$ cat src/ebs_pkg.sv
// shared types, codes and constants of the exposure bracket sequencer
package ebs_pkg;

  localparam int TICK_W = 7;
  localparam int EXPO_W = 8;
  localparam int CODE_W = 8;
  localparam int STEP_W = 7;
  localparam int CFG_ADDR_W = 3;

  // ack wait timeout and settle length, in ticks
  localparam logic [TICK_W-1:0] ACK_TIMEOUT_TICKS = 7'd100;
  localparam logic [TICK_W-1:0] SETTLE_TICKS = 7'd50;

  // default depth of the result queue
  localparam int OQ_DEPTH_DEF = 4;

  // input kinds
  localparam logic [1:0] KIND_TICK = 2'd0;
  localparam logic [1:0] KIND_START = 2'd1;
  localparam logic [1:0] KIND_EXEC = 2'd2;
  localparam logic [1:0] KIND_NODE = 2'd3;

  // result types
  localparam logic [1:0] TYPE_STATUS = 2'd0;
  localparam logic [1:0] TYPE_EXPO = 2'd1;
  localparam logic [1:0] TYPE_TRIG = 2'd2;

  // value sent with an image trigger
  localparam logic [CODE_W-1:0] TRIG_CODE = 8'd1;

  // configuration register indexes
  localparam logic [CFG_ADDR_W-1:0] REG_NODE_ACK = 3'd0;
  localparam logic [CFG_ADDR_W-1:0] REG_START = 3'd1;
  localparam logic [CFG_ADDR_W-1:0] REG_END = 3'd2;
  localparam logic [CFG_ADDR_W-1:0] REG_CFG_DONE = 3'd3;
  localparam logic [CFG_ADDR_W-1:0] REG_EXPO_MIN = 3'd4;
  localparam logic [CFG_ADDR_W-1:0] REG_EXPO_MAX = 3'd5;
  localparam logic [CFG_ADDR_W-1:0] REG_EXPO_STEP = 3'd6;

  typedef struct packed {
    logic [CODE_W-1:0]        node_ack_code;
    logic [CODE_W-1:0]        start_code;
    logic [CODE_W-1:0]        end_code;
    logic [CODE_W-1:0]        config_done_code;
    logic signed [EXPO_W-1:0] exposure_min;
    logic signed [EXPO_W-1:0] exposure_max;
    logic [STEP_W-1:0]        exposure_step;
  } cfg_t;

  localparam cfg_t CFG_RESET = '{
    node_ack_code:    8'd3,
    start_code:       8'd10,
    end_code:         8'd11,
    config_done_code: 8'd12,
    exposure_min:     -8'sd32,
    exposure_max:     8'sd32,
    exposure_step:    7'd16
  };

  typedef struct packed {
    logic [1:0]               out_type;
    logic [CODE_W-1:0]        out_code;
    logic signed [EXPO_W-1:0] exposure_value;
    logic                     last;
  } res_t;

  // results produced by one accepted transaction
  typedef struct packed {
    logic [1:0] cnt;
    res_t       res0;
    res_t       res1;
  } push_t;

endpackage

$ cat src/ebs_regs.sv
// configuration register file of the exposure bracket sequencer
module ebs_regs (
  input  logic                           clk,
  input  logic                           rst_n,
  input  logic                           cfg_we,
  input  logic [ebs_pkg::CFG_ADDR_W-1:0] cfg_addr,
  input  logic [ebs_pkg::CODE_W-1:0]     cfg_wdata,
  output ebs_pkg::cfg_t                  cfg
);
  import ebs_pkg::*;

  cfg_t cfg_r;
  cfg_t cfg_nxt;

  // register write decode
  always_comb begin
    cfg_nxt = cfg_r;
    if (cfg_we) begin
      unique case (cfg_addr)
        REG_NODE_ACK:  cfg_nxt.node_ack_code = cfg_wdata;
        REG_START:     cfg_nxt.start_code = cfg_wdata;
        REG_END:       cfg_nxt.end_code = cfg_wdata;
        REG_CFG_DONE:  cfg_nxt.config_done_code = cfg_wdata;
        REG_EXPO_MIN:  cfg_nxt.exposure_min = cfg_wdata;
        REG_EXPO_MAX:  cfg_nxt.exposure_max = cfg_wdata;
        REG_EXPO_STEP: cfg_nxt.exposure_step = cfg_wdata[STEP_W-1:0];
        default: begin
        end
      endcase
    end
  end

  always_ff @(posedge clk) begin
    if (!rst_n) begin
      cfg_r <= CFG_RESET;
    end else begin
      cfg_r <= cfg_nxt;
    end
  end

  assign cfg = cfg_r;

endmodule

$ cat src/ebs_core.sv
// sequencing state machine: message flags, ack waits, settle and exposure sweep
module ebs_core (
  input  logic                       clk,
  input  logic                       rst_n,
  input  logic                       in_fire,
  input  logic [1:0]                 kind,
  input  logic [ebs_pkg::CODE_W-1:0] msg_code,
  input  ebs_pkg::cfg_t              cfg,
  output ebs_pkg::push_t             push
);
  import ebs_pkg::*;

  localparam logic [2:0] PH_IDLE = 3'd0;
  localparam logic [2:0] PH_WAIT_CFG = 3'd1;
  localparam logic [2:0] PH_SETTLE = 3'd2;
  localparam logic [2:0] PH_WAIT_TRIG = 3'd3;

  logic [2:0]          phase_r, phase_nxt;
  logic signed [8:0]   expo_now_r, expo_now_nxt;
  logic [TICK_W-1:0]   tick_r, tick_nxt;
  logic                first_r, first_nxt;
  logic                start_r, start_nxt;
  logic                cfg_ack_r, cfg_ack_nxt;
  logic                trig_ack_r, trig_ack_nxt;

  logic signed [8:0]   min9;
  logic signed [8:0]   max9;
  logic signed [8:0]   sweep_expo;
  logic                sweep_ok;
  logic [TICK_W-1:0]   tick_inc;
  logic                timed_out;
  res_t                sweep_res;
  res_t                expo_res;
  res_t                trig_res;
  res_t                start_res;

  // sweep arithmetic: candidate exposure and range check
  assign min9 = {cfg.exposure_min[EXPO_W-1], cfg.exposure_min};
  assign max9 = {cfg.exposure_max[EXPO_W-1], cfg.exposure_max};
  assign sweep_expo = (phase_r == PH_IDLE) ? min9
                    : expo_now_r + $signed({2'b00, cfg.exposure_step});
  assign sweep_ok = (sweep_expo <= max9);
  assign tick_inc = tick_r + 1'b1;
  assign timed_out = (tick_r >= ACK_TIMEOUT_TICKS);

  // result templates
  always_comb begin
    sweep_res = '0;
    sweep_res.last = 1'b1;
    if (sweep_ok) begin
      sweep_res.out_type = TYPE_EXPO;
      sweep_res.exposure_value = sweep_expo[EXPO_W-1:0];
    end else begin
      sweep_res.out_type = TYPE_STATUS;
      sweep_res.out_code = cfg.end_code;
    end
    expo_res = '0;
    expo_res.out_type = TYPE_EXPO;
    expo_res.exposure_value = expo_now_r[EXPO_W-1:0];
    expo_res.last = 1'b1;
    trig_res = '0;
    trig_res.out_type = TYPE_TRIG;
    trig_res.out_code = TRIG_CODE;
    trig_res.last = 1'b1;
    start_res = '0;
    start_res.out_type = TYPE_STATUS;
    start_res.out_code = cfg.start_code;
  end

  // next state and results of one transaction
  always_comb begin
    phase_nxt = phase_r;
    expo_now_nxt = expo_now_r;
    tick_nxt = tick_r;
    first_nxt = first_r;
    start_nxt = start_r;
    cfg_ack_nxt = cfg_ack_r;
    trig_ack_nxt = trig_ack_r;
    push = '0;
    if (in_fire) begin
      unique case (kind)
        KIND_START: begin
          if (msg_code == cfg.start_code) start_nxt = 1'b1;
        end
        KIND_EXEC: begin
          if (msg_code == cfg.node_ack_code || msg_code == cfg.start_code) begin
            trig_ack_nxt = 1'b1;
          end
        end
        KIND_NODE: begin
          if (msg_code == cfg.config_done_code) cfg_ack_nxt = 1'b1;
        end
        default: begin
          // tick: advance the sequence
          unique case (phase_r)
            PH_IDLE: begin
              if (start_r) begin
                start_nxt = 1'b0;
                first_nxt = 1'b1;
                push.cnt = 2'd2;
                push.res0 = start_res;
                push.res1 = sweep_res;
                expo_now_nxt = min9;
                if (sweep_ok) begin
                  cfg_ack_nxt = 1'b0;
                  tick_nxt = '0;
                  phase_nxt = PH_WAIT_CFG;
                end
              end
            end
            PH_WAIT_CFG: begin
              if (cfg_ack_r) begin
                tick_nxt = '0;
                phase_nxt = PH_SETTLE;
              end else if (timed_out) begin
                push.cnt = 2'd1;
                push.res0 = expo_res;
                tick_nxt = 7'd1;
              end else begin
                tick_nxt = tick_inc;
              end
            end
            PH_SETTLE: begin
              if (tick_inc >= SETTLE_TICKS) begin
                tick_nxt = '0;
                if (first_r) begin
                  first_nxt = 1'b0;
                end else begin
                  push.cnt = 2'd1;
                  push.res0 = trig_res;
                  trig_ack_nxt = 1'b0;
                  phase_nxt = PH_WAIT_TRIG;
                end
              end else begin
                tick_nxt = tick_inc;
              end
            end
            PH_WAIT_TRIG: begin
              if (trig_ack_r) begin
                push.cnt = 2'd1;
                push.res0 = sweep_res;
                if (sweep_ok) begin
                  expo_now_nxt = sweep_expo;
                  cfg_ack_nxt = 1'b0;
                  tick_nxt = '0;
                  phase_nxt = PH_WAIT_CFG;
                end else begin
                  expo_now_nxt = min9;
                  phase_nxt = PH_IDLE;
                end
              end else if (timed_out) begin
                push.cnt = 2'd1;
                push.res0 = trig_res;
                tick_nxt = 7'd1;
              end else begin
                tick_nxt = tick_inc;
              end
            end
            default: begin
              phase_nxt = PH_IDLE;
            end
          endcase
        end
      endcase
    end
  end

  always_ff @(posedge clk) begin
    if (!rst_n) begin
      phase_r <= PH_IDLE;
      expo_now_r <= {CFG_RESET.exposure_min[EXPO_W-1], CFG_RESET.exposure_min};
      tick_r <= '0;
      first_r <= 1'b0;
      start_r <= 1'b0;
      cfg_ack_r <= 1'b0;
      trig_ack_r <= 1'b0;
    end else begin
      phase_r <= phase_nxt;
      expo_now_r <= expo_now_nxt;
      tick_r <= tick_nxt;
      first_r <= first_nxt;
      start_r <= start_nxt;
      cfg_ack_r <= cfg_ack_nxt;
      trig_ack_r <= trig_ack_nxt;
    end
  end

endmodule

$ cat src/ebs_outq.sv
// result queue: takes up to two results per cycle, hands out one per transaction
module ebs_outq #(
  parameter int DEPTH = ebs_pkg::OQ_DEPTH_DEF
) (
  input  logic           clk,
  input  logic           rst_n,
  input  ebs_pkg::push_t push,
  output logic           space_ok,
  output logic           out_valid,
  input  logic           out_ready,
  output ebs_pkg::res_t  out_res
);
  import ebs_pkg::*;

  localparam int IW = (DEPTH > 1) ? $clog2(DEPTH) : 1;
  localparam int CW = $clog2(DEPTH + 1);
  localparam logic [CW-1:0] ACC_LIM = CW'(DEPTH - 2);
  localparam logic [IW-1:0] LAST_IDX = IW'(DEPTH - 1);

  res_t          mem [DEPTH];
  logic [IW-1:0] wr_r, wr_nxt;
  logic [IW-1:0] rd_r, rd_nxt;
  logic [CW-1:0] cnt_r, cnt_nxt;
  logic [IW-1:0] wr_p1;
  logic          pop;

  function automatic logic [IW-1:0] ptr_inc(input logic [IW-1:0] p);
    return (p == LAST_IDX) ? '0 : p + 1'b1;
  endfunction

  // pointer and fill bookkeeping
  assign wr_p1 = ptr_inc(wr_r);
  assign pop = out_valid && out_ready;
  assign space_ok = (cnt_r <= ACC_LIM);
  assign out_valid = (cnt_r != '0);
  assign out_res = mem[rd_r];

  always_comb begin
    case (push.cnt)
      2'd1: wr_nxt = wr_p1;
      2'd2: wr_nxt = ptr_inc(wr_p1);
      default: wr_nxt = wr_r;
    endcase
    rd_nxt = pop ? ptr_inc(rd_r) : rd_r;
    cnt_nxt = cnt_r + CW'(push.cnt) - CW'(pop);
  end

  // storage
  always_ff @(posedge clk) begin
    if (push.cnt != 2'd0) mem[wr_r] <= push.res0;
    if (push.cnt == 2'd2) mem[wr_p1] <= push.res1;
  end

  always_ff @(posedge clk) begin
    if (!rst_n) begin
      wr_r <= '0;
      rd_r <= '0;
      cnt_r <= '0;
    end else begin
      wr_r <= wr_nxt;
      rd_r <= rd_nxt;
      cnt_r <= cnt_nxt;
    end
  end

endmodule

$ cat src/exposure_bracket_sequencer.sv
// top level of the exposure bracket sequencer
// Takes one input transaction per clock whenever the result queue has room for
// two more results; each transaction is handled in the cycle it is accepted by
// the sequencing state machine, and its results (none, one, or two for a start
// tick) are written to the result queue and appear on the output no earlier
// than the next cycle, one per output transaction. Only the depth of that
// queue, and so how long the consumer stalls, limits the rate. There is no
// clearing pass after reset. Configuration writes take effect on the next clock.
module exposure_bracket_sequencer #(
  parameter int OQ_DEPTH = ebs_pkg::OQ_DEPTH_DEF
) (
  input  logic                           clk,
  input  logic                           rst_n,
  input  logic                           in_tvalid,
  output logic                           in_tready,
  input  logic [7:0]                     in_tdata,   // msg_code[7:0]
  input  logic [1:0]                     in_tuser,   // kind[1:0]
  output logic                           out_tvalid,
  input  logic                           out_tready,
  output logic [15:0]                    out_tdata,  // out_code[7:0], exposure_value[15:8]
  output logic [1:0]                     out_tuser,  // out_type[1:0]
  output logic                           out_tlast,
  input  logic                           cfg_we,
  input  logic [ebs_pkg::CFG_ADDR_W-1:0] cfg_addr,
  input  logic [7:0]                     cfg_wdata
);
  import ebs_pkg::*;

  cfg_t  cfg;
  push_t push;
  res_t  head;
  logic  in_fire;

  assign in_fire = in_tvalid && in_tready;

  ebs_regs u_regs (
    .clk       (clk),
    .rst_n     (rst_n),
    .cfg_we    (cfg_we),
    .cfg_addr  (cfg_addr),
    .cfg_wdata (cfg_wdata),
    .cfg       (cfg)
  );

  ebs_core u_core (
    .clk      (clk),
    .rst_n    (rst_n),
    .in_fire  (in_fire),
    .kind     (in_tuser),
    .msg_code (in_tdata),
    .cfg      (cfg),
    .push     (push)
  );

  ebs_outq #(
    .DEPTH (OQ_DEPTH)
  ) u_outq (
    .clk       (clk),
    .rst_n     (rst_n),
    .push      (push),
    .space_ok  (in_tready),
    .out_valid (out_tvalid),
    .out_ready (out_tready),
    .out_res   (head)
  );

  // output packing
  assign out_tdata = {head.exposure_value, head.out_code};
  assign out_tuser = head.out_type;
  assign out_tlast = head.last;

endmodule

$ cat config.mk
export PLATFORM = sky130hd
export DESIGN_NAME = exposure_bracket_sequencer
export DESIGN_NICKNAME = d
export VERILOG_FILES = /design/src/ebs_pkg.sv /design/src/ebs_regs.sv /design/src/ebs_core.sv /design/src/ebs_outq.sv /design/src/exposure_bracket_sequencer.sv
export SDC_FILE = /design/constraint.sdc
export NUM_CORES = 1
export LEC_CHECK = 0
export BUFFER_PORTS_ARGS = -buffer_cell sky130_fd_sc_hd__clkbuf_2
export CAP_MARGIN = 25
export CELL_PAD_IN_SITES_DETAIL_PLACEMENT = 1
export CELL_PAD_IN_SITES_GLOBAL_PLACEMENT = 1
export CORE_MARGIN = 2
export CORE_UTILIZATION = 53
export DETAILED_ROUTE_END_ITERATION = 10
export GPL_TIMING_DRIVEN = 0
export PLACE_DENSITY_LB_ADDON = 0.12
export SYNTH_ARGS = -nofsm -noshare
export SYNTH_HDL_FRONTEND = slang
export SYNTH_SLANG_ARGS = --single-unit
$ cat constraint.sdc
create_clock -name clk -period 6.1 [get_ports clk]
set_clock_uncertainty 0.05 [all_clocks]
set_input_delay 1.525 -clock clk [delete_from_list [all_inputs] [get_ports clk]]
set_output_delay 1.525 -clock clk [all_outputs]
set_load 0.005 [all_outputs]
# Word-level counts from Yosys, hierarchy flattened
# Memory sizes are Yosys's and may differ from the RTL's. A register that Yosys moved wholly into a read port is not among the register bits.
# Cells that the tools add are included.
[op_classes] addsub=7 n_lt_le_gt_ge=4 eq_ne=32 n_mux=61 bitwise_logic=4 reduce_logical=33
[ops] op="40-bit two-way mux" n=3
[ops] op="21-bit one-hot mux with 4 select lines" n=1
[ops] op="21-bit two-way mux" n=3
[ops] op="20-bit two-way mux" n=3
[ops] op="7-bit two-way mux" n=6
[ops] op="9-bit two-way mux" n=4
[ops] op="7-bit one-hot mux with 4 select lines" n=1
[ops] op="8-bit == test" n=3
[ops] op="19-bit two-way mux" n=1
[ops] op="1-bit two-way mux" n=18
[ops] op="3-bit two-way mux" n=6
[ops] op="9-bit one-hot mux with 2 select lines" n=1
[ops] op="8-bit two-way mux" n=2
[ops] op="2-bit by 1-bit inequality test with 1-bit output (second input constant)" n=8
[ops] op="2-bit AND reduction" n=7
[ops] op="2-bit nonzero test" n=7
[ops] op="2-bit == test (second input constant)" n=6
[ops] op="3-bit by 2-bit == test with 1-bit output (second input constant)" n=4
[ops] op="3-bit one-hot mux with 4 select lines" n=1
[ops] op="6-bit AND reduction" n=2
[ops] op="2-bit two-way mux" n=5
[ops] op="1-bit one-hot mux with 2 select lines" n=5
[ops] op="5-bit AND reduction" n=2
[ops] op="9-bit by 8-bit adder with 9-bit output" n=1
[ops] op="24 further kinds" n=41
[totals] ff_bits=85 ram_bits=76 input_bits=26 output_inout_bits=21 mem_count=1
[mem_list] name="u_outq.mem" words=4 width=19 read_ports=1 rd_ports_with_merged_regs=1 wr=2 line_no="ebs_outq.sv:20" text="res_t mem [DEPTH];"

# Depth between registers and ports, before layout
# Gate-level depths: netlist of the first run.
[logic_depth] word_depth=11 ltp_mapped=18 depth_no_buf=15

# Hierarchy
# From an unflattened synthesis of the first run, not the netlist that was laid out.
[unflattened] cells_unflattened=852 hier_area_um2=9369.0
[modules_own_cells] mod="ebs_outq" instances=1 cells_each=254 area_per_inst_um2=4279.1
[modules_own_cells] mod="ebs_core" instances=1 cells_each=393 area_per_inst_um2=2962.8
[modules_own_cells] mod="ebs_regs" instances=1 cells_each=204 area_per_inst_um2=2120.8
[modules_own_cells] mod="exposure_bracket_sequencer" instances=1 cells_each=1 area_per_inst_um2=6.3

# Worst setup path before layout of the first run
# OpenSTA, ideal clock, no wires.
[synth_path] kind="input port to flip-flop" startpoint="input in_tuser[0]" endpoint="memory u_outq.mem[0][16] (netlist bit) (data pin)" setup_ns=0.260 arrival_time_ns=3.729 slack_ns=2.061 path_stages=14 path_cell_list="inv_1 -> ha_1 -> and3_1 -> buf_2 -> nand2_1 -> inv_1 -> ha_1 -> clkbuf_1 -> nand2_1 -> nand3_1 -> o21ai_0 -> and3_1 -> buf_2 -> a2bb2o_1"
[synth_lines] element="start: declaration" line_no="exposure_bracket_sequencer.sv:17" text="input logic [1:0] in_tuser,"
[synth_lines] element="end: declaration" line_no="ebs_outq.sv:20"

==> load_flow_metrics.sql, run 1 <==
INSERT INTO impl_metrics (metric_group, metric, value, unit) VALUES
('logic_synthesis', 'number_of_unique_standard_cell_types_used_by_synthesis', '80', ''),
('placed_design', 'placed_cells_incl_taps', '1158', ''),
('cts', 'clock_latency_of_the_later_clocked_register_in_the_worst_skew_pair', '440', 'ps'),
('placed_design', 'place_congestion', '0.972', ''),
('placed_design', 'postPlaceCellArea', '9440', 'sq um'),
('route', 'dr_total_vias', '7650', ''),
('grt', 'grt_pass1_vias', '8107', ''),
('final_layout', 'layout_commonest_cell', 'nand2_1', ''),
('final_layout', 'final_design_area_no_fill', '10100', 'sq um'),
('floorplanning', 'fp.dieArea', '17900', 'sq um'),
('logic_synthesis', 'yosysWarningCount', '0', ''),
('pwr', 'total_power', '2.67', 'mW'),
('final_layout', 'finalNonFillerCells', '1191', ''),
('grt', 'grt_remaining_overflow', '0', ''),
('route', 'first_iter_violations', '765', ''),
('cts', 'htreeDepth', '4', ''),
('sta', 'fin_tns_setup', '0', 'ps'),
('floorplanning', 'die_x', '134', 'um'),
('route', 'wl_per_cell', '24.4', 'um'),
('cts', 'worst_setup_hold_path_clk_slew', '70', 'ps'),
('final_layout', 'num-nets-final', '1027', ''),
('cts', 'tritoncts', 'done', ''),
('floorplanning', 'design.core.area', '16500', 'sq um'),
('cts', 'cts.sink_count', '162', ''),
('sta', 'timing.final.hold_violations', '0', ''),
('sta', 'worst_slew_margin_rel', '25.6', '%'),
('sta', 'post-route-period-util', '79.3', '%'),
('worst_setup_path', 'worst-endpoint-required', '6210', 'ps'),
('sta', 'fmax', '0.207', 'GHz'),
('grt', 'pin_count_of_the_biggest_net_entering_global_routing', '19', ''),
('route', 'remaining_drc_errors', '0', ''),
('worst_setup_path', 'endpoint_kind', 'flop', ''),
('sta', 'finalWorstPathRequiredPeriod', '4840', 'ps'),
('worst_setup_path', 'setup.worst_path.class', 'flop to flop', ''),
('final_layout', 'utilization', '60.9', '%'),
('logic_synthesis', 'synth.cell_area', '8930', 'sq um'),
('final_layout', 'final_cell_mix', 'nand2_1, dfxtp_1, edfxtp_1', ''),
('cts', 'ctsResizeCount', '0', ''),
('floorplanning', 'die_height', '134', 'um'),
('logic_synthesis', 'ys_seq_elements', '162', ''),
('logic_synthesis', 'number_of_enable_type_register_cells_in_the_synthesized_netlist', '72', ''),
('cts', 'holdBufCountCts', '0', ''),
('pwr', 'power_density', '265', 'nW/um^2'),
('final_layout', 'layout-area-overhead-vs-synth', '12.7', '%'),
('placed_design', 'detailedPlacementHpwl', '21.2', 'mm'),
('grt', 'grt_use_total', '33.7', '%'),
('worst_setup_path', 'critical-path-top-cell-by-count', 'ha_1', ''),
('pwr', 'vdd.ir_drop.worst', '0.197', 'mV'),
('route', 'totalWireLength', '29.1', 'mm'),
('floorplanning', 'floorplan.initialDensity', '54.0', '%'),
('worst_setup_path', 'timing.critical_path.from_type', 'flop', ''),
('grt', 'grt_first_pass_wirelength', '46.0', 'mm'),
('sta', 'setup_viol_count_final', '0', ''),
('sta', 'rsz_0062_raised_after_global_routing', 'false', ''),
('pwr', 'p_leak', '3.88', 'nW'),
('run', 'max_cap_viol_count', '0', ''),
('route', 'antenna_violating_nets_post_route', '0', ''),
('cts', 'cts.repair_timing.setup_buffer_count', '0', ''),
('worst_setup_path', 'cp_max_fo', '10', ''),
('worst_setup_path', 'critPathMaxStageDelay', '480', 'ps'),
('worst_setup_path', 'cp.arrival', '4940', 'ps'),
('worst_setup_path', 'crit_path_cell_trace', 'ha_1 > inv_1 > fa_1 > nor2b_1 > o31a_1 > nor3_1 > nor3_2 > inv_2 > ha_1 > a21o_1 > a2111oi_4 > a21oi_1 > buf_2 > a221oi_2 > o32ai_1', ''),
('final_layout', 'final_layout_size_suffix_gt1_share', '14.4', '%'),
('worst_setup_path', 'cpMaxStageDelayCell', 'a2111oi_4', ''),
('final_layout', 'antenna-diode-count', '0', ''),
('run_status', 'status', 'finished clean', ''),
('placed_design', 'io_buffer_count', '46', ''),
('logic_synthesis', 'synth_flop_cell', 'dfxtp_1', ''),
('floorplanning', 'pin_count', '47', ''),
('cts', 'num_cts_buffers', '17', ''),
('logic_synthesis', 'synth_fp_nets', '961', '');
## path summary, 6_finish.rpt
kind / start / end / slack, ps / cells after the start
setup reg to reg: u_core.expo_now_r[0] / u_outq.mem[0][9] / 1260 / 15
setup / recovery: u_core.expo_now_r[0] / u_outq.mem[0][9] / 1260 / 15
hold reg to reg: u_regs.cfg[10] / u_regs.cfg[10] / 420 / 2
hold / removal: u_regs.cfg[10] / u_regs.cfg[10] / 420 / 2
## cells by family after synthesis
group / share of synthesized area (%)
XOR/XNOR: 2.94
multiplexers: 5.02
adder cells (fa/ha/maj): 6.19
AND/OR/NAND/NOR: 18.2
flip-flops: 44.4
AO/OA/AOI/OAI: 19.4
buffers and inverters: 3.89
## per-stage QoR
| step | hold WS, ps | worst slack [ps] |
|---|---|---|
| 2_1_floorplan | 388 | 2060 |
| 3_3_place_gp | 402 | 1400 |
| 3_5_place_dp | 411 | 1180 |
| 4_1_cts | 421 | 1310 |
| 5_1_grt | 461 | 954 |
| 6_report | 419 | 1260 |
## flip-flops by register name, summed over array words and instances, names as in the netlist, named ones only
name               cells
u_core.trig_ack_r      1
u_core.phase_r         2
u_regs.cfg            55
u_core.expo_now_r      9
u_core.tick_r          7
u_core.start_r         1
u_outq.wr_r            2
u_core.cfg_ack_r       1
u_core.first_r         1
u_outq.rd_r            2
u_outq.mem            76
u_outq.cnt_r           3
## cell usage after synthesis (4+ instances only)
library cell	instances	share of area [%]
nand4_1	6	0.42
o211a_1	4	0.45
xnor2_1	19	1.9
mux4_2	19	4.8
xor2_1	11	1.1
o22ai_1	38	2.7
clkbuf_1	17	0.71
a31oi_1	4	0.28
nor2b_1	16	1.1
buf_2	14	0.78
and3_1	10	0.70
nand3_1	42	2.4
nor3_1	17	0.95
and2_1	5	0.35
nor2_1	25	1.1
a2bb2o_1	22	2.5
nand2b_1	11	0.77
a21oi_1	15	0.84
o2bb2ai_1	7	0.69
o21ai_1	4	0.22
edfxtp_1	72	24
o32ai_1	5	0.49
o21a_1	5	0.42
dfxtp_1	90	20
o21ai_0	28	1.6
nor4_1	8	0.56
o211ai_1	5	0.42
ha_1	41	5.7
nand2_1	164	6.9
a21boi_0	45	3.8
inv_1	41	1.7
## report_power, final
part / leakage [nW] / switching (mW) / internal [mW]
Clock: 0.306 / 0.473 / 0.698
Sequential: 1.55 / 0.0236 / 1.15
Combinational: 2.03 / 0.186 / 0.137
## routing by layer
layer / GRT usage (%) / up-vias / wire length [um]
met5: 0 / - / 0
met4: 11.7 / 0 / 684
met3: 4.61 / 52 / 1520
met2: 59.7 / 308 / 14900
met1: 42.2 / 3842 / 11900
li1: - / 3448 / -
## critical path, delay by kind of cell, from the launching register on
kind | cells | cell delay, ps
compound gates | 6 | 1900
flops | 1 | 420
simple gates | 3 | 760
fa+ha+maj | 3 | 960
buf+inv | 3 | 470
## final cells by class
type                            count  area [sq um]
Fill cell                        1864          6460
Inverter                           43           161
Multi-Input combinational cell    650          4620
Sequential cell                   162          3960
Tap cell                          220           275
Clock inverter                     13           183
Timing Repair Buffer               47           235
Clock buffer                       19           443
Buffer                             37           186
Note: power is estimated with default switching activity, not from simulation.
==> run 2, diff against run 1 <==
- ABC_AREA: default -> 1
- CORE_UTILIZATION: 53 -> 41
- clock period: 6.1 -> 4 ns (I/O delays scaled with it)
==> run 2 against run 1 <==
Synthesized area up 5.7%. Die area up 35%. Highest routed layer unchanged. Design area up 7.2%.
==> load_flow_metrics.sql, run 2 <==
INSERT INTO impl_metrics (metric_group, metric, value, unit) VALUES
('run_status', 'status', 'finished clean', ''),
('run', 'max_cap_viol_count', '0', ''),
('placed_design', 'place_congestion', '0.856', ''),
('grt', 'grt_use_total', '25.5', '%'),
('grt', 'pin_count_of_the_biggest_net_entering_global_routing', '19', ''),
('sta', 'worst_slew_margin_rel', '34.7', '%'),
('placed_design', 'dp_worst_setup_slack', '-997', 'ps'),
('route', 'dr_total_vias', '8832', ''),
('route', 'totalWireLength', '30.3', 'mm'),
('logic_synthesis', 'async_reset_ff_share', '0', '%'),
('worst_setup_path', 'cp_max_fo', '10', ''),
('logic_synthesis', 'synth_flop_cell', 'dfxtp_1', ''),
('worst_setup_path', 'crit_path_cell_trace', 'ha_2 > inv_1 > fa_1 > nor2_2 > nor2_1 > or2_2 > nand2_1 > o21ai_2 > inv_2 > ha_1 > nand2_1 > inv_1 > nand2_1 > nand2_1 > nand2_2 > nand4_2 > nand2_4 > nand2_4 > buf_6 > nand3_1 > nand2_1 > nand3_1 > nand2_1', ''),
('final_layout', 'layout_commonest_cell', 'nand2_1', ''),
('final_layout', 'final_design_area_no_fill', '10800', 'sq um'),
('route', 'first_iter_violations', '463', ''),
('logic_synthesis', 'synth.top_cells.by_area', 'edfxtp_1, dfxtp_1, nand2_1', ''),
('pwr', 'power_density', '403', 'nW/um^2'),
('sta', 'setup_viol_count_final', '0', ''),
('placed_design', 'placed_cells_incl_taps', '1611', ''),
('floorplanning', 'die_height', '156', 'um'),
('pwr', 'vdd.ir_drop.worst', '0.301', 'mV'),
('pwr', 'p_leak', '4.66', 'nW'),
('worst_setup_path', 'endpoint_kind', 'flop', ''),
('sta', 'timing.final.hold_violations', '0', ''),
('worst_setup_path', 'worst-endpoint-required', '4130', 'ps'),
('grt', 'antenna_violations_before_repair', '0', ''),
('final_layout', 'final_layout_size_suffix_gt1_share', '10.6', '%'),
('placed_design', 'postPlaceCellArea', '10000', 'sq um'),
('logic_synthesis', 'mean_instance_size_in_the_synthesized_netlist', '7.38', 'sq um'),
('logic_synthesis', 'post-synth-top-area-fraction', '22.9', '%'),
('final_layout', 'finalNonFillerCells', '1647', ''),
('route', 'routed_via_density', '5.36', ''),
('sta', 'finalWorstPathRequiredPeriod', '3830', 'ps'),
('pwr', 'total_power', '4.35', 'mW'),
('worst_setup_path', 'timing.critical_path.from_type', 'flop', ''),
('worst_setup_path', 'critPathMaxStageDelay', '420', 'ps'),
('worst_setup_path', 'critical-path-top-cell-by-count', 'nand2_1', ''),
('floorplanning', 'std_cell_rows', '55', ''),
('floorplanning', 'design.core.area', '22600', 'sq um'),
('logic_synthesis', 'ys_seq_elements', '162', ''),
('cts', 'htreeDepth', '4', ''),
('route', 'remaining_drc_errors', '0', ''),
('logic_synthesis', 'synth_commonest_cells', 'nand2_1, nor2_1, nand3_1', ''),
('floorplanning', 'fp.dieArea', '24300', 'sq um'),
('logic_synthesis', 'synth.yosys.seq_area_share', '42.0', '%'),
('placed_design', 'io_buffer_count', '46', ''),
('route', 'wl_per_cell', '18.4', 'um'),
('logic_synthesis', 'number_of_unique_standard_cell_types_used_by_synthesis', '43', ''),
('sta', 'timing.final.ws_setup', '174', 'ps'),
('logic_synthesis', 'number_of_enable_type_register_cells_in_the_synthesized_netlist', '72', ''),
('cts', 'cts.sink_count', '162', ''),
('logic_synthesis', 'synth_fp_nets', '1349', ''),
('final_layout', 'num-nets-final', '1418', ''),
('grt', 'grt_first_pass_wirelength', '48.2', 'mm'),
('logic_synthesis', 'yosysWarningCount', '0', ''),
('cts', 'num_cts_buffers', '17', ''),
('route', 'detail_route.first_pass.iterations', '4', ''),
('logic_synthesis', 'synth.cell_area', '9440', 'sq um'),
('grt', 'grt_pass1_vias', '8674', ''),
('final_layout', 'antenna-diode-count', '0', ''),
('sta', 'post-route-period-util', '95.7', '%'),
('worst_setup_path', 'cp.arrival', '3950', 'ps'),
('floorplanning', 'die_x', '156', 'um'),
('min_path', 'min-delay-path-class', 'flop to flop', ''),
('cts', 'clock_latency_of_the_later_clocked_register_in_the_worst_skew_pair', '440', 'ps'),
('logic_synthesis', 'netlist_instances', '1280', ''),
('final_layout', 'utilization', '47.7', '%'),
('logic_synthesis', 'yosys.cell_count.top_type', 'nand2_1', ''),
('cts', 'worst_setup_hold_path_clk_slew', '70', 'ps'),
('final_layout', 'final_cell_mix', 'nand2_1, nor2_1, nand3_1', ''),
('floorplanning', 'pin_count', '47', ''),
('sta', 'slew_worst_pin', '978', 'ps'),
('final_layout', 'largest_register_ffs', '76', ''),
('final_layout', 'register_with_the_most_flip_flops', 'u_outq.mem', ''),
('sta', 'number_of_pins_exceeding_their_max_slew_limit_in_the_final_report', '0', ''),
('sta', 'fmax', '0.261', 'GHz'),
('placed_design', 'detailedPlacementHpwl', '23.0', 'mm'),
('grt', 'grt_remaining_overflow', '0', ''),
('logic_synthesis', 'synth_top_area_cell', 'edfxtp_1', ''),
('final_layout', 'layout.filler_cells', '2853', ''),
('worst_setup_path', 'setup.worst_path.class', 'flop to flop', ''),
('worst_setup_path', 'cpMaxStageDelayCell', 'fa_1', ''),
('floorplanning', 'floorplan.initialDensity', '41.7', '%'),
('final_layout', 'layout-area-overhead-vs-synth', '14.4', '%'),
('cts', 'cts_root_buf', 'clkbuf_16', ''),
('cts', 'maximum_clock_path_buffer_count', '2', ''),
('cts', 'tritoncts', 'done', ''),
('route', 'antenna_violating_nets_post_route', '0', '');
run 2: cell count changes after synthesis, sizes merged, moves of 17 or more:
cell,change
a21boi,-43
a21oi,+20
a2bb2o,-22
inv,+81
mux4,-19
nand2,+174
nand3,+91
nor2,+160
nor2b,-17
o21ai,+84
run 2: area by class of cell:
class | count | area [sq um] | area share [%]
repair buffers | 50 | 273 | 2.53
plain buffers | 44 | 211 | 1.96
clock inverters | 14 | 191 | 1.77
clock buffers | 18 | 429 | 3.97
inverters | 132 | 509 | 4.72
flip-flops and latches | 162 | 3970 | 36.7
multi-input cells | 942 | 4860 | 45.0
well taps | 285 | 357 | 3.30
run 2: path summary, 6_finish.rpt:
check | from | slack, ps | endpoint | cells past startpoint
worst max-delay path | u_core.expo_now_r[0] | 170 | u_outq.mem[2][13] | 23
worst min-delay path | u_regs.cfg[9] | 420 | u_regs.cfg[9] | 2
worst max register to register | u_core.expo_now_r[0] | 170 | u_outq.mem[2][13] | 23
worst min register to register | u_regs.cfg[9] | 420 | u_regs.cfg[9] | 2
run 2: timing repair:
action,4_1_cts,5_1_grt
gates cloned,0,0
gates resized for setup,13,15
pin swaps,1,1
hold buffers,0,0
setup buffers,2,2
setup endpoints to repair,112,111
run 2: layer usage:
layer,GRT usage [%],vias up,routed length (um)
li1,-,4340,-
met1,35.1,4305,14300
met2,42.8,161,14300
met3,2.89,26,1110
met4,6.47,0,532
met5,0,-,0
run 2: stage by stage:
stage | setup TNS [ps] | hold WS, ps
floorplan | 0 | 385
global placement | -84010 | 406
detailed placement | -89890 | 411
CTS | 0 | 422
global route | -48.5 | 462
finish | 0 | 420
run 2: cells by family after synthesis:
kind of cell	after synthesis	synth area share, %
AOI/OAI and AO/OA	192	11.1
adders and majority gates	43	5.86
and+or+nand+nor	686	31.6
DFF	162	42.0
buffers and inverters	176	7.50
xor gates and xnor gates	21	1.95
run 2: critical path: cells and delay by family (launching register included):
kind	cells	cell delay (ps)
and+or+nand+nor	15	1700
buffers and inverters	4	390
AOI/OAI and AO/OA	1	140
DFF	1	390
adders and majority gates	3	890
run 2: where the power goes:
| group | internal (mW) | switching (mW) |
|---|---|---|
| Combinational | 0.268 | 0.513 |
| Clock | 1.00 | 0.765 |
| Sequential | 1.76 | 0.0385 |
| Total | 3.03 | 1.32 |
==> run 3, diff against run 2 <==
- CORE_UTILIZATION: 41 -> 42
- SYNTH_HIERARCHICAL: default -> 1
==> run 3 against run 2 <==
Register-to-register slack improved by 90 ps. First-iteration DRC count decreased by 8.2%. Combinational power increased by 22%. Critical path type unchanged. Critical endpoint is now u_outq/mem[2][2]. Largest cell class unchanged.
==> load_flow_metrics.sql, run 3 <==
INSERT INTO impl_metrics (metric_group, metric, value, unit) VALUES
('worst_setup_path', 'cpMaxStageDelayCell', 'dfxtp_1', ''),
('route', 'routed_via_density', '5.22', ''),
('final_layout', 'layout-area-overhead-vs-synth', '14.1', '%'),
('worst_setup_path', 'setup.worst_path.class', 'flop to flop', ''),
('logic_synthesis', 'mean_instance_size_in_the_synthesized_netlist', '7.47', 'sq um'),
('sta', 'finalWorstPathRequiredPeriod', '3740', 'ps'),
('cts', 'num_cts_buffers', '17', ''),
('cts', 'htreeDepth', '4', ''),
('route', 'detail_route.first_pass.iterations', '5', ''),
('logic_synthesis', 'post_synth_xor_area_fraction', '2.40', '%'),
('worst_setup_path', 'worst-endpoint-required', '4130', 'ps'),
('cts', 'clock_latency_of_the_later_clocked_register_in_the_worst_skew_pair', '420', 'ps'),
('floorplanning', 'design.core.area', '22400', 'sq um'),
('sta', 'timing.final.hold_violations', '0', ''),
('logic_synthesis', 'yosys.cell_count.top_type', 'nand2_1', ''),
('cts', 'cts.repair_timing.setup_buffer_count', '0', ''),
('final_layout', 'finalNonFillerCells', '1639', ''),
('logic_synthesis', 'post-synth-top-area-fraction', '24.0', '%'),
('logic_synthesis', 'async_reset_ff_share', '0', '%'),
('worst_setup_path', 'endpoint_kind', 'flop', ''),
('logic_synthesis', 'synth_fp_nets', '1341', ''),
('final_layout', 'antenna-diode-count', '0', ''),
('cts', 'worst_setup_hold_path_clk_slew', '70', 'ps'),
('final_layout', 'layout_commonest_cell', 'nand2_1', ''),
('placed_design', 'place_congestion', '0.823', ''),
('pwr', 'switchingPower', '1.37', 'mW'),
('logic_synthesis', 'yosys-mux-area-fraction', '0', '%'),
('grt', 'antenna_violations_before_repair', '0', ''),
('logic_synthesis', 'number_of_unique_standard_cell_types_used_by_synthesis', '44', ''),
('final_layout', 'layout.filler_cells', '2854', ''),
('sta', 'number_of_pins_exceeding_their_max_slew_limit_in_the_final_report', '0', ''),
('logic_synthesis', 'synth.top_cells.by_area', 'edfxtp_1, dfxtp_1, nand2_1', ''),
('pwr', 'share_clk_of_total_power', '35.6', '%'),
('logic_synthesis', 'synth_commonest_cells', 'nand2_1, nor2_1, inv_1', ''),
('placed_design', 'detailedPlacementHpwl', '22.7', 'mm'),
('floorplanning', 'die_height', '154', 'um'),
('logic_synthesis', 'synth.cell_area', '9500', 'sq um'),
('logic_synthesis', 'synth_flop_cell', 'dfxtp_1', ''),
('pwr', 'p_leak', '4.36', 'nW'),
('cts', 'tritoncts', 'done', ''),
('pwr', 'power.switching_fraction', '32.0', '%'),
('grt', 'grt_use_total', '25.2', '%'),
('route', 'remaining_drc_errors', '0', ''),
('final_layout', 'num-nets-final', '1410', ''),
('cts', 'cts_root_buf', 'clkbuf_16', ''),
('worst_setup_path', 'cp_max_fo', '12', ''),
('worst_setup_path', 'timing.critical_path.from_type', 'flop', ''),
('worst_setup_path', 'path_delay_family', 'buffers and inverters', ''),
('grt', 'grt_first_pass_wirelength', '46.6', 'mm'),
('logic_synthesis', 'synth_simple_gate_area_share', '27.8', '%'),
('floorplanning', 'fp.dieArea', '23800', 'sq um'),
('logic_synthesis', 'ys_seq_elements', '162', ''),
('sta', 'post-route-period-util', '93.5', '%'),
('sta', 'setup_viol_count_final', '0', ''),
('sta', 'fin_tns_setup', '0', 'ps'),
('route', 'wl_per_cell', '18.1', 'um'),
('logic_synthesis', 'synth_top_area_cell', 'edfxtp_1', ''),
('floorplanning', 'die_x', '154', 'um'),
('run_status', 'status', 'finished clean', ''),
('final_layout', 'largest_register_ffs', '76', ''),
('placed_design', 'placed_cells_incl_taps', '1607', ''),
('cts', 'maximum_clock_path_buffer_count', '2', ''),
('cts', 'cts.sink_count', '162', ''),
('pwr', 'seqPwrFrac', '42.2', '%'),
('grt', 'grt_pass1_vias', '8675', ''),
('final_layout', 'register_with_the_most_flip_flops', 'u_outq/mem', ''),
('route', 'totalWireLength', '29.6', 'mm'),
('final_layout', 'final_layout_size_suffix_gt1_share', '13.6', '%'),
('route', 'dr_total_vias', '8556', ''),
('sta', 'fmax', '0.267', 'GHz'),
('route', 'antenna_violating_nets_post_route', '0', ''),
('logic_synthesis', 'yosysWarningCount', '6', ''),
('pwr', 'power.internal', '2.91', 'mW'),
('floorplanning', 'floorplan.initialDensity', '42.3', '%'),
('pwr', 'comb_power_share', '22.2', '%'),
('cts', 'holdBufCountCts', '0', ''),
('grt', 'grt_remaining_overflow', '0', ''),
('logic_synthesis', 'synth.yosys.seq_area_share', '42.1', '%'),
('sta', 'finalHoldWorstSlack', '436', 'ps'),
('route', 'first_iter_violations', '425', ''),
('worst_setup_path', 'cp.arrival', '3870', 'ps'),
('worst_setup_path', 'critPathMaxStageDelay', '490', 'ps'),
('sta', 'worst_slew_margin_rel', '51.1', '%'),
('pwr', 'power_density', '395', 'nW/um^2'),
('pwr', 'vdd.ir_drop.worst', '0.259', 'mV'),
('final_layout', 'final_cell_mix', 'nand2_1, nor2_1, inv_1', ''),
('worst_setup_path', 'crit_path_cell_trace', 'inv_1 > ha_1 > nor2_1 > nand3_1 > nand3_2 > nand2_2 > nand3_1 > a21oi_2 > buf_4 > inv_1 > ha_1 > nand2_1 > buf_2 > o21ai_2 > buf_8', ''),
('sta', 'slew_worst_pin', '730', 'ps'),
('logic_synthesis', 'netlist_instances', '1272', ''),
('floorplanning', 'pin_count', '47', ''),
('logic_synthesis', 'combinational_family_with_the_most_area_after_synthesis', 'simple AND/OR/NAND/NOR gates', ''),
('logic_synthesis', 'synth-adder-area-share', '5.82', '%'),
('floorplanning', 'std_cell_rows', '55', ''),
('min_path', 'min-delay-path-class', 'flop to flop', ''),
('logic_synthesis', 'number_of_enable_type_register_cells_in_the_synthesized_netlist', '76', ''),
('logic_synthesis', 'complex_gate_fraction_of_the_synthesized_area', '12.9', '%'),
('worst_setup_path', 'cp.buffers_inverters', '5', ''),
('run', 'max_cap_viol_count', '0', ''),
('grt', 'pin_count_of_the_biggest_net_entering_global_routing', '17', ''),
('placed_design', 'io_buffer_count', '46', '');
run 3: metrics by stage:
| stage | area [sq um] | setup WS (ps) | power, mW | utilization, % |
|---|---|---|---|---|
| 2_1_floorplan | 9500 | -254 | 2.38 | - |
| 3_3_place_gp | 10100 | -2130 | 2.74 | 45.0 |
| 3_5_place_dp | 10200 | -453 | 2.78 | 45.3 |
| 4_1_cts | 10700 | 15.2 | 4.30 | 47.7 |
| 5_1_grt | 10800 | -19.3 | 4.48 | 48.3 |
| 6_report | 10800 | 261 | 4.28 | 48.3 |
run 3: tightest hold or removal path, stage by stage, from the launching register on:
cell     delay [ps]
dfxtp_1         330
nor2_1           50
nor2_1           80
run 3: power by group through the flow:
| stage | clock network [mW] | registers, mW | logic, mW |
|---|---|---|---|
| 3_3_place_gp | 0 | 1.84 | 0.905 |
| 4_1_cts | 1.55 | 1.80 | 0.944 |
| 6_report | 1.52 | 1.80 | 0.949 |
| 3_5_place_dp | 0 | 1.84 | 0.938 |
| 2_1_floorplan | 0 | 1.83 | 0.557 |
| 5_1_grt | 1.62 | 1.81 | 1.06 |
run 3: logic make-up (layout without fill, tap and decap cells):
logic type / Yosys count / in the layout
xor gates and xnor gates: 26 / 26
other: 1 / 1
AOI/OAI and AO/OA: 231 / 231
adders and majority gates: 43 / 43
and+or+nand+nor: 623 / 624
DFF: 162 / 162
buffers and inverters: 186 / 267
run 3: timing repair:
item	in CTS	in global routing
pin swaps	0	3
setup endpoints to repair	36	68
gates cloned	0	1
gates resized for setup	5	26
run 3: final cells by class:
class,instances,area [sq um],share of cell area (%)
Clock inverter,14,105,0.970
Clock buffer,18,429,3.96
Inverter,135,509,4.70
Tap cell,285,357,3.29
Sequential cell,162,4010,37.0
Multi-Input combinational cell,925,4800,44.3
Timing Repair Buffer,50,290,2.68
Buffer,50,339,3.13
run 3: per-layer routing:
metal	wire length, um	GRT usage (%)	up-vias	part of all wire (%)
li1	-	-	4292	-
met1	13500	32.5	4050	46
met2	14600	44.9	173	49
met3	912	2.80	41	3.1
met4	576	7.05	0	1.9
met5	0	0	-	0
run 3: worst paths after layout:
kind,slack (ps),from,cells after the start,to
min reg2reg,440,u_regs/cfg[10],2,u_regs/cfg[10]
max reg2reg,260,u_core/tick_r[1],15,u_outq/mem[2][2]
max,260,u_core/tick_r[1],15,u_outq/mem[2][2]
min,440,u_regs/cfg[10],2,u_regs/cfg[10]
